--- config.mk ---
export PLATFORM = sky130hd
export DESIGN_NAME = lru_page_replacement
export DESIGN_NICKNAME = d
export VERILOG_FILES = /design/src/hdl/lrupr_pkg.sv /design/src/hdl/lrupr_ctrl.sv /design/src/hdl/lrupr_dp.sv /design/src/hdl/lru_page_replacement.sv
export SDC_FILE = /design/constraint.sdc
export NUM_CORES = 1
export LEC_CHECK = 0
export BUFFER_PORTS_ARGS = -buffer_cell sky130_fd_sc_hd__buf_2
export CORE_UTILIZATION = 60
export DETAILED_ROUTE_END_ITERATION = 8
export PLACE_DENSITY = 0.76
export SYNTH_ARGS = -nofsm -noshare
export SYNTH_HDL_FRONTEND = slang
export SYNTH_SLANG_ARGS = --single-unit
--- constraint.sdc ---
create_clock -name clk -period 19.45 [get_ports clk]
set_input_delay 1.945 -clock clk [delete_from_list [all_inputs] [get_ports clk]]
set_output_delay 1.945 -clock clk [all_outputs]
set_load 0.01 [all_outputs]
--- src/hdl/lrupr_pkg.sv ---
`default_nettype none
package lrupr_pkg;

  localparam int FRAME_COUNT = 8;
  localparam int PAGE_BITS   = 16;

  localparam int IN_PAGE_W = 16;
  localparam int STAMP_W   = 32;
  localparam int COUNT_W   = 32;
  localparam int CFG_W     = 4;

  // Frame index width and the width that can hold the frame count itself.
  localparam int SLOT_W = (FRAME_COUNT > 1) ? $clog2(FRAME_COUNT) : 1;
  localparam int CNT_W  = $clog2(FRAME_COUNT + 1);
  localparam int ACT_W  = (CNT_W > CFG_W) ? CNT_W : CFG_W;

  localparam logic [CFG_W-1:0] FRAMES_RESET = CFG_W'(8);

  typedef struct packed {
    logic load;        // capture the page of a new item
    logic commit;      // apply the item to the frames and counters
    logic use_victim;  // commit replaces the oldest frame found by the scan
    logic scan_clear;  // restart the oldest-stamp scan at frame 0
    logic scan_step;   // examine one frame in the scan
  } cmd_t;

  typedef struct packed {
    logic hit_found;
    logic empty_found;
    logic scan_last;
  } status_t;

endpackage
`default_nettype wire

--- src/hdl/lrupr_ctrl.sv ---
`default_nettype none
module lrupr_ctrl
  import lrupr_pkg::*;
(
  input  wire     clk,
  input  wire     rst,
  input  wire     start,
  input  status_t status,
  output cmd_t    cmd,
  output logic    busy,
  output logic    done
);

  typedef enum logic [1:0] {
    S_IDLE,
    S_LOOKUP,
    S_SCAN,
    S_EVICT
  } state_t;

  state_t state;

  assign busy = (state != S_IDLE);

  always_comb begin
    cmd = '0;
    unique case (state)
      S_IDLE: begin
        cmd.load = start;
      end
      S_LOOKUP: begin
        cmd.commit     = status.hit_found || status.empty_found;
        cmd.scan_clear = !(status.hit_found || status.empty_found);
      end
      S_SCAN: begin
        cmd.scan_step = 1'b1;
      end
      S_EVICT: begin
        cmd.commit     = 1'b1;
        cmd.use_victim = 1'b1;
      end
      default: begin
        cmd = '0;
      end
    endcase
  end

  always_ff @(posedge clk) begin
    if (rst) begin
      state <= S_IDLE;
      done  <= 1'b0;
    end else begin
      done <= cmd.commit;
      unique case (state)
        S_IDLE: begin
          if (start) begin
            state <= S_LOOKUP;
          end
        end
        S_LOOKUP: begin
          if (status.hit_found || status.empty_found) begin
            state <= S_IDLE;
          end else begin
            state <= S_SCAN;
          end
        end
        S_SCAN: begin
          if (status.scan_last) begin
            state <= S_EVICT;
          end
        end
        S_EVICT: begin
          state <= S_IDLE;
        end
        default: begin
          state <= S_IDLE;
        end
      endcase
    end
  end

endmodule
`default_nettype wire

--- src/hdl/lrupr_dp.sv ---
`default_nettype none
module lrupr_dp
  import lrupr_pkg::*;
(
  input  wire                  clk,
  input  wire                  rst,
  input  cmd_t                 cmd,
  input  wire                  cfg_we,
  input  wire [CFG_W-1:0]      cfg_data,
  input  wire [IN_PAGE_W-1:0]  page_number,
  output status_t              status,
  output logic                 hit,
  output logic                 filled_empty,
  output logic [COUNT_W-1:0]   fault_total,
  output logic [COUNT_W-1:0]   hit_total
);

  logic [CFG_W-1:0]     frames_in_use;
  logic [ACT_W-1:0]     cfg_wide;
  logic [ACT_W-1:0]     n_active;

  logic                 frame_valid [FRAME_COUNT];
  logic [PAGE_BITS-1:0] frame_page  [FRAME_COUNT];
  logic [STAMP_W-1:0]   frame_stamp [FRAME_COUNT];

  logic [STAMP_W-1:0]   ref_clock;
  logic [COUNT_W-1:0]   fault_counter;
  logic [COUNT_W-1:0]   hit_counter;
  logic [PAGE_BITS-1:0] page;

  logic                 match_found;
  logic [SLOT_W-1:0]    match_slot;
  logic                 empty_found;
  logic [SLOT_W-1:0]    empty_slot;

  logic [SLOT_W-1:0]    scan_idx;
  logic [STAMP_W-1:0]   best_age;
  logic [SLOT_W-1:0]    best_slot;
  logic [STAMP_W-1:0]   scan_age;
  logic [SLOT_W-1:0]    write_slot;

  // Out-of-range counts are clamped: zero acts as one, above the build acts as the build.
  assign cfg_wide = ACT_W'(frames_in_use);
  always_comb begin
    priority if (cfg_wide == '0) begin
      n_active = ACT_W'(1);
    end else if (cfg_wide > ACT_W'(FRAME_COUNT)) begin
      n_active = ACT_W'(FRAME_COUNT);
    end else begin
      n_active = cfg_wide;
    end
  end

  // Lowest-numbered matching frame and lowest-numbered empty frame among the active ones.
  always_comb begin
    match_found = 1'b0;
    match_slot  = '0;
    empty_found = 1'b0;
    empty_slot  = '0;
    for (int k = FRAME_COUNT - 1; k >= 0; k--) begin
      if (ACT_W'(k) < n_active) begin
        if (frame_valid[k] && (frame_page[k] == page)) begin
          match_found = 1'b1;
          match_slot  = SLOT_W'(k);
        end
        if (!frame_valid[k]) begin
          empty_found = 1'b1;
          empty_slot  = SLOT_W'(k);
        end
      end
    end
  end

  assign scan_age = ref_clock - frame_stamp[scan_idx];

  assign status.hit_found   = match_found;
  assign status.empty_found = empty_found;
  assign status.scan_last   = (ACT_W'(scan_idx) + ACT_W'(1)) == n_active;

  always_comb begin
    priority if (cmd.use_victim) begin
      write_slot = best_slot;
    end else if (match_found) begin
      write_slot = match_slot;
    end else begin
      write_slot = empty_slot;
    end
  end

  assign fault_total = fault_counter;
  assign hit_total   = hit_counter;

  always_ff @(posedge clk) begin
    if (rst) begin
      frames_in_use <= FRAMES_RESET;
      ref_clock     <= '0;
      fault_counter <= '0;
      hit_counter   <= '0;
      for (int k = 0; k < FRAME_COUNT; k++) begin
        frame_valid[k] <= 1'b0;
      end
    end else begin
      if (cfg_we) begin
        frames_in_use <= cfg_data;
      end
      if (cmd.commit) begin
        frame_stamp[write_slot] <= ref_clock;
        ref_clock <= ref_clock + STAMP_W'(1);
        if (!cmd.use_victim && match_found) begin
          hit_counter <= (hit_counter == '1) ? hit_counter : hit_counter + COUNT_W'(1);
        end else begin
          frame_valid[write_slot] <= 1'b1;
          frame_page[write_slot]  <= page;
          fault_counter <= (fault_counter == '1) ? fault_counter
                                                 : fault_counter + COUNT_W'(1);
        end
      end
    end
  end

  // Payload and scan registers need no reset.
  always_ff @(posedge clk) begin
    if (cmd.load) begin
      page <= PAGE_BITS'(page_number);
    end
    if (cmd.commit) begin
      hit          <= !cmd.use_victim && match_found;
      filled_empty <= !cmd.use_victim && !match_found;
    end
    if (cmd.scan_clear) begin
      scan_idx <= '0;
    end else if (cmd.scan_step) begin
      // Strict compare keeps the lowest index on equal ages.
      if ((scan_idx == '0) || (scan_age > best_age)) begin
        best_age  <= scan_age;
        best_slot <= scan_idx;
      end
      scan_idx <= scan_idx + SLOT_W'(1);
    end
  end

endmodule
`default_nettype wire

--- src/hdl/lru_page_replacement.sv ---
// A hit or a fill of an empty frame passes from accept through the lookup state to the done strobe.
// An eviction passes through lookup, the oldest-stamp scan of the N active frames at one
// frame per cycle, and the evict state. One item is in flight at a time.
// Results show for one cycle on done; the receiver cannot stall them.
// Reset (synchronous, rst high) empties all frames, zeroes the clock and counters and sets
// frames_in_use to 8.
`default_nettype none
module lru_page_replacement
  import lrupr_pkg::*;
(
  input  wire                  clk,
  input  wire                  rst,
  // Item channel: accepted when start is high and busy is low.
  input  wire                  start,
  output logic                 busy,
  input  wire [IN_PAGE_W-1:0]  page_number,
  // Result: valid for the single cycle in which done is high.
  output logic                 done,
  output logic                 hit,
  output logic                 filled_empty,
  output logic [COUNT_W-1:0]   fault_total,
  output logic [COUNT_W-1:0]   hit_total,
  // Configuration write channel for frames_in_use.
  input  wire                  cfg_valid,
  output logic                 cfg_ready,
  input  wire [CFG_W-1:0]      cfg_data
);

  // The controller sequences each item: a lookup cycle that resolves hits and
  // fills of empty frames directly, and otherwise a scan over the active
  // frames that tracks the oldest stamp, followed by a cycle that replaces it.
  // The datapath holds the frame table, the reference clock and the counters.

  cmd_t    cmd;
  status_t status;

  // Configuration is taken whenever no item is in progress.
  assign cfg_ready = !busy;

  lrupr_ctrl u_ctrl (
    .clk    (clk),
    .rst    (rst),
    .start  (start),
    .status (status),
    .cmd    (cmd),
    .busy   (busy),
    .done   (done)
  );

  // The running totals come straight from the counters, which hold the
  // post-item values from the commit until the next item commits.
  lrupr_dp u_dp (
    .clk          (clk),
    .rst          (rst),
    .cmd          (cmd),
    .cfg_we       (cfg_valid && cfg_ready),
    .cfg_data     (cfg_data),
    .page_number  (page_number),
    .status       (status),
    .hit          (hit),
    .filled_empty (filled_empty),
    .fault_total  (fault_total),
    .hit_total    (hit_total)
  );

endmodule
`default_nettype wire
==> flow_metrics.env, run 1 <==
export IMPL_synth_most_common_cell="edfxtp_1"
export IMPL_rsz0062_at_grt="no"
export IMPL_yosysSeqAreaShare=0.625
export IMPL_grt_remaining_overflow=0
export IMPL_post_cts_setup_buffer_count=0
export IMPL_die_area_sq_mm=0.0421
export IMPL_syn_num_nets=1906
export IMPL_io_buffer_count=92
export IMPL_yosys_warnings=0
export IMPL_synth_cell_type_count=77
export IMPL_die_height_um=205
export IMPL_ys_ff_latch=554
export IMPL_r2r_setup_slack_ns=11.99
export IMPL_setup_viol=0
export IMPL_crit_path_end_kind="register"
export IMPL_reg2reg_to="u_dp.best_age[1]"
export IMPL_detail_route_wl_per_cell_um=21.5
export IMPL_grt_max_degree=70
export IMPL_async_reset_ff_frac=0
export IMPL_critPathMaxFanout=38
export IMPL_ios=93
export IMPL_initial_core_util=0.607
export IMPL_synth_edf_count=437
export IMPL_tightest_slew_ns=1.17
export IMPL_synthFlopType="edfxtp_1"
export IMPL_antenna_found_initial=1
export IMPL_p_leak_nw=9.41
export IMPL_drive_above_1_share=0.159
export IMPL_cts_sinks=554
export IMPL_ant_nets=0
export IMPL_die_w_um=205
export IMPL_insertion_delay_ns=0.61
export IMPL_nets=2012
export IMPL_drt_wl_total_mm=53.6
export IMPL_vias_per_cell=6.16
export IMPL_fmax_ghz=0.134
export IMPL_peakVddDrop_mv=0.0796
export IMPL_area_growth_pct=11.4
export IMPL_fp_row_count=74
export IMPL_dr_pass1_iters=6
export IMPL_synth_cells=1813
export IMPL_status="completed"
export IMPL_hold_buffers=0
export IMPL_yosys_top_cells_count="437 x edfxtp_1, 117 x dfxtp_1, 111 x xnor2_1, 102 x a21oi_1, 93 x nor2_1"
export IMPL_endpoint="u_dp.best_age[1]"
export IMPL_nFillCells=2851
export IMPL_cts_resized=0
export IMPL_htree_levels=2
export IMPL_critical_path_arrival_ns=7.67
export IMPL_cts_tree="done"
export IMPL_track_usage=0.260
export IMPL_avgSynthCellArea_sq_um=13.7
export IMPL_critPathLaunchType="register"
export IMPL_place_gp_congestion=0.920
export IMPL_final_min_clock_period_ns=7.46
export IMPL_hold_violations=0
export IMPL_fin_crit_sh=0.384
export IMPL_syn_area_sq_mm=0.0247
export IMPL_worstSetupPathType="reg2reg"
export IMPL_powerDensity_mw_per_mm2=108
export IMPL_synth_top_area_frac=0.530
export IMPL_hp_class="reg2reg"
export IMPL_cp_data_required_time_ns=19.65
export IMPL_final_core_util=0.677
export IMPL_drc=0
export IMPL_clock_path_buffers=3
export IMPL_numCtsBuffers=54
export IMPL_report_final_slew_viol_count=0
export IMPL_final_cell_count_no_fill=2497
export IMPL_fin_skew_ns=0.0256
export IMPL_whs_ns=0.512
export IMPL_maxCapViolations=0
export IMPL_dp_hpwl_mm=33.5
export IMPL_synth_area_leaders="edfxtp_1 53%, dfxtp_1 9.5%, mux4_2 5.8%"
export IMPL_setup_tns_final_ns=0
export IMPL_clk_pin_slew_ns=0.06
export IMPL_drt_iter0_markers=1266
export IMPL_clock_root_buffer="clkbuf_16"
export IMPL_place_inst=2395
export IMPL_grt_pass1_wl_mm=83.4
export IMPL_core_area_sq_mm=0.0407
export IMPL_max_slew_margin=0.215
export IMPL_synth_area_leader_cell="edfxtp_1"
export IMPL_vias=15394
export IMPL_ff2ff_path_depth=18
export IMPL_grt_pass1_vias=15094
==> routing by layer <==
layer | up-vias | share of wire | GRT usage | routed length [um]
met4 | 0 | 0.027 | 0.0902 | 1460
met3 | 115 | 0.071 | 0.0439 | 3790
li1 | 7067 | - | - | -
met5 | - | 0 | 0 | 0
met1 | 7646 | 0.42 | 0.356 | 22600
met2 | 566 | 0.48 | 0.422 | 25800
==> cell usage in the layout (no fill, tap or decap), types with 13 or more instances in the layout <==
| cell type | instances |
|---|---|
| nand3_1 | 49 |
| buf_2 | 91 |
| a21o_1 | 19 |
| nand2_1 | 77 |
| mux4_2 | 64 |
| xor2_1 | 88 |
| or3_1 | 39 |
| nor2_1 | 85 |
| nor3_1 | 39 |
| o21ai_0 | 66 |
| inv_1 | 84 |
| edfxtp_1 | 437 |
| xnor2_1 | 111 |
| a21oi_1 | 101 |
| clkbuf_16 | 55 |
| dfxtp_1 | 114 |
| ha_1 | 68 |
| and3_1 | 13 |
| nor4_1 | 39 |
| mux2i_1 | 33 |
| buf_4 | 28 |
| nand4_1 | 37 |
==> power breakdown <==
part	internal (mW)	switching (mW)
registers	1.31	0.0541
clock network	0.604	0.447
logic	0.266	0.289
total	2.18	0.790
==> registers in the layout (all words and copies together) (netlist names), 4 cells and up, named ones only <==
register / flops
u_dp.hit_total: 32
u_dp.frame_valid: 8
u_dp.ref_clock: 32
u_dp.page: 16
u_dp.frame_stamp: 256
u_dp.frame_page: 128
u_dp.fault_total: 32
u_dp.best_age: 32
u_dp.cfg_wide: 4
==> kinds of logic after synthesis <==
kind of cell | after synthesis | synth area share
flops | 554 | 0.625
compound gates | 279 | 0.0697
mux | 101 | 0.0734
fa+ha+maj | 69 | 0.0352
buf+inv | 154 | 0.0286
xor+xnor | 199 | 0.0704
simple gates | 457 | 0.0978
==> stage by stage <==
stage / setup WS, ns / total power, mW / cell area [sq um]
after floorplan: 12.01 / 1.81 / 24700
after global placement: 12.22 / 1.92 / 25800
after detailed placement: 11.91 / 1.94 / 25800
after CTS: 11.89 / 2.99 / 27600
after global routing: 11.45 / 3.08 / 27600
final: 11.99 / 2.97 / 27600
==> cell type report <==
| type | count | area (sq um) | area share |
|---|---|---|---|
| multi-input combinational | 1105 | 8650 | 0.314 |
| timing repair buffer | 119 | 666 | 0.0241 |
| inverter | 85 | 319 | 0.0116 |
| clock inverter | 33 | 335 | 0.0122 |
| sequential | 554 | 15500 | 0.561 |
| antenna | 1 | 2.50 | 0.0000908 |
| tap | 532 | 666 | 0.0241 |
| clock buffer | 68 | 1470 | 0.0531 |
==> critical path, cell delays in order (launching register included) <==
cell	delay, ns
dfxtp_4	0.70
buf_4	0.72
mux4_2	0.58
mux2i_1	0.30
ha_1	0.35
nand3_1	0.14
nor2_1	0.09
and3_1	0.17
a32oi_1	0.18
o21ai_0	0.18
a2111oi_0	0.84
nor2_1	0.09
a221oi_1	0.35
xnor2_1	0.14
ha_1	0.31
nand4_1	0.12
nor4_1	0.47
o21ai_0	0.28
a21oi_4	0.97
==> how the worst min path moves through the flow <==
| stage | start | to | slack [ns] | cells past startpoint |
|---|---|---|---|---|
| CTS | u_dp.fault_total[9] | u_dp.fault_total[9] | 0.51 | 2 |
| floorplan | u_dp.scan_idx[0] | u_dp.best_slot[0] | 0.43 | 0 |
| detailed placement | u_dp.fault_total[25] | u_dp.fault_total[25] | 0.50 | 2 |
| finish | u_dp.fault_total[25] | u_dp.fault_total[25] | 0.51 | 2 |
| global placement | u_dp.fault_total[9] | u_dp.fault_total[9] | 0.47 | 2 |
| global route | u_dp.fault_total[7] | u_dp.fault_total[7] | 0.54 | 2 |
(Power assumes the default switching activity.)
==> run 2: changes to the inputs <==
- clock period: 19.45 -> 7.7 ns (I/O delays scaled with it)
==> run 2 against run 1 <==
Count of clock-buffer cells in the layout increased by 14; die area did not move; hold slack got worse by 0.16 ns; largest cell class unchanged.
==> flow_metrics.env, run 2 (synthesized netlist as in run 1, its figures left out) <==
export IMPL_final_cell_count_no_fill=2495
export IMPL_cts_tree="done"
export IMPL_clk_pin_slew_ns=0.06
export IMPL_mostFrequentLayoutCell="edfxtp_1"
export IMPL_die_w_um=205
export IMPL_seq_area_sq_mm=0.0155
export IMPL_status="completed"
export IMPL_vias=15397
export IMPL_cp_slowest_cell="a2111oi_0"
export IMPL_die_area_sq_mm=0.0421
export IMPL_final_min_clock_period_ns=6.66
export IMPL_critPathLaunchType="register"
export IMPL_dp_slack_ns=1.09
export IMPL_maxCapViolations=0
export IMPL_grt_max_degree=67
export IMPL_ios=93
export IMPL_power_mw=7.54
export IMPL_critPathBufInv=2
export IMPL_dp_hpwl_mm=34.1
export IMPL_nFillCells=2832
export IMPL_grt_pass1_vias=15105
export IMPL_powerDensity_mw_per_mm2=274
export IMPL_tightest_slew_ns=1.20
export IMPL_final_area_sq_mm=0.0276
export IMPL_cts_sinks=554
export IMPL_io_buffer_count=92
export IMPL_place_inst=2392
export IMPL_htree_levels=2
export IMPL_antenna_found_initial=2
export IMPL_dr_pass1_iters=5
export IMPL_r2r_setup_slack_ns=1.04
export IMPL_setup_ws_ns=1.04
export IMPL_cts_resized=0
export IMPL_final_core_util=0.677
export IMPL_setup_viol=0
export IMPL_dpl_instance_area_sq_mm=0.0258
export IMPL_p_leak_nw=9.40
export IMPL_cp_top_family="compound AO/OA/AOI/OAI gates"
export IMPL_die_height_um=205
export IMPL_hp_class="in2reg"
export IMPL_clock_path_buffers=3
export IMPL_hold_violations=0
export IMPL_mostFrequentLayoutCells="437 x edfxtp_1, 114 x dfxtp_1, 111 x xnor2_1"
export IMPL_area_growth_pct=11.4
export IMPL_largest_reg_flops=256
export IMPL_critical_path_arrival_ns=6.95
export IMPL_peakVddDrop_mv=0.225
export IMPL_fin_crit_sh=0.865
export IMPL_initial_core_util=0.607
export IMPL_core_area_sq_mm=0.0407
export IMPL_worstPathCellList="buf_4 -> mux4_2 -> mux2i_1 -> ha_1 -> a21o_1 -> a21oi_1 -> o211ai_1 -> a32oi_1 -> o21ai_0 -> a2111oi_0 -> nor2_1 -> a221oi_1 -> xnor2_1 -> ha_1 -> nand4_1 -> nor4_1 -> o21ai_0 -> a21oi_4 -> buf_4"
export IMPL_cp_data_required_time_ns=7.99
export IMPL_track_usage=0.259
export IMPL_drive_above_1_share=0.154
export IMPL_whs_ns=0.351
export IMPL_critPathMaxFanout=46
export IMPL_report_final_slew_viol_count=0
export IMPL_fmax_ghz=0.150
export IMPL_multi_input_area_sq_mm=0.00865
export IMPL_detail_route_wl_per_cell_um=21.3
export IMPL_ant_nets=0
export IMPL_fp_row_count=74
export IMPL_largestRegisters="u_dp.frame_stamp x256, u_dp.frame_page x128"
export IMPL_grt_remaining_overflow=0
export IMPL_cpPeakStageDelay_ns=0.75
export IMPL_fin_skew_ns=0.0189
export IMPL_numCtsBuffers=54
export IMPL_clock_root_buffer="clkbuf_16"
export IMPL_drt_wl_total_mm=53.2
export IMPL_drt_iter0_markers=1245
export IMPL_crit_path_end_kind="register"
export IMPL_rsz0062_at_grt="no"
export IMPL_setup_tns_final_ns=0
export IMPL_hold_buffers=0
export IMPL_nets=2009
export IMPL_drc=0
export IMPL_insertion_delay_ns=0.60
export IMPL_grt_pass1_wl_mm=83.3
export IMPL_place_gp_congestion=0.948
export IMPL_max_slew_margin=0.187
export IMPL_largest_register="u_dp.frame_stamp"
export IMPL_vias_per_cell=6.17
export IMPL_post_cts_setup_buffer_count=0
export IMPL_worstSetupPathType="reg2reg"
[run 2: changes by cell type in the layout (fill, tap and decap cells not counted), sizes merged]
cell / before / now
clkinv: 22 / 12
clkbuf: 68 / 82
buf: 119 / 116
clkinvlp: 4 / 2
diode: 1 / 2
inv: 87 / 85
[run 2: power breakdown]
part           leakage, nW  total (mW)  internal, mW  switching, mW
Sequential            4.97        3.42          3.31          0.115
Clock                0.882        2.67          1.59           1.08
Combinational         3.55        1.45         0.681          0.770
[run 2: metal layers]
layer / wire length [um] / global-route usage / part of all wire / vias up
met3: 3870 / 0.0472 / 0.073 / 97
met5: 0 / 0 / 0 / -
met2: 25300 / 0.413 / 0.48 / 553
li1: - / - / - / 7053
met1: 22700 / 0.359 / 0.43 / 7694
met4: 1330 / 0.0899 / 0.025 / 0
[run 2: area by class of cell]
type / count / area share
sequential: 554 / 0.561
multi-input combinational: 1105 / 0.314
tap: 532 / 0.0241
inverter: 85 / 0.0116
clock buffer: 82 / 0.0575
antenna: 2 / 0.000182
timing repair buffer: 116 / 0.0238
clock inverter: 19 / 0.00817
[run 2: worst paths after layout]
path | from | to | cells past startpoint
setup / recovery | register | u_dp.best_age[29] | 19
hold / removal | page_number[8] | u_dp.page[8] | 1
setup reg to reg | register | u_dp.best_age[29] | 19
hold reg to reg | u_dp.fault_total[9] | u_dp.fault_total[9] | 2
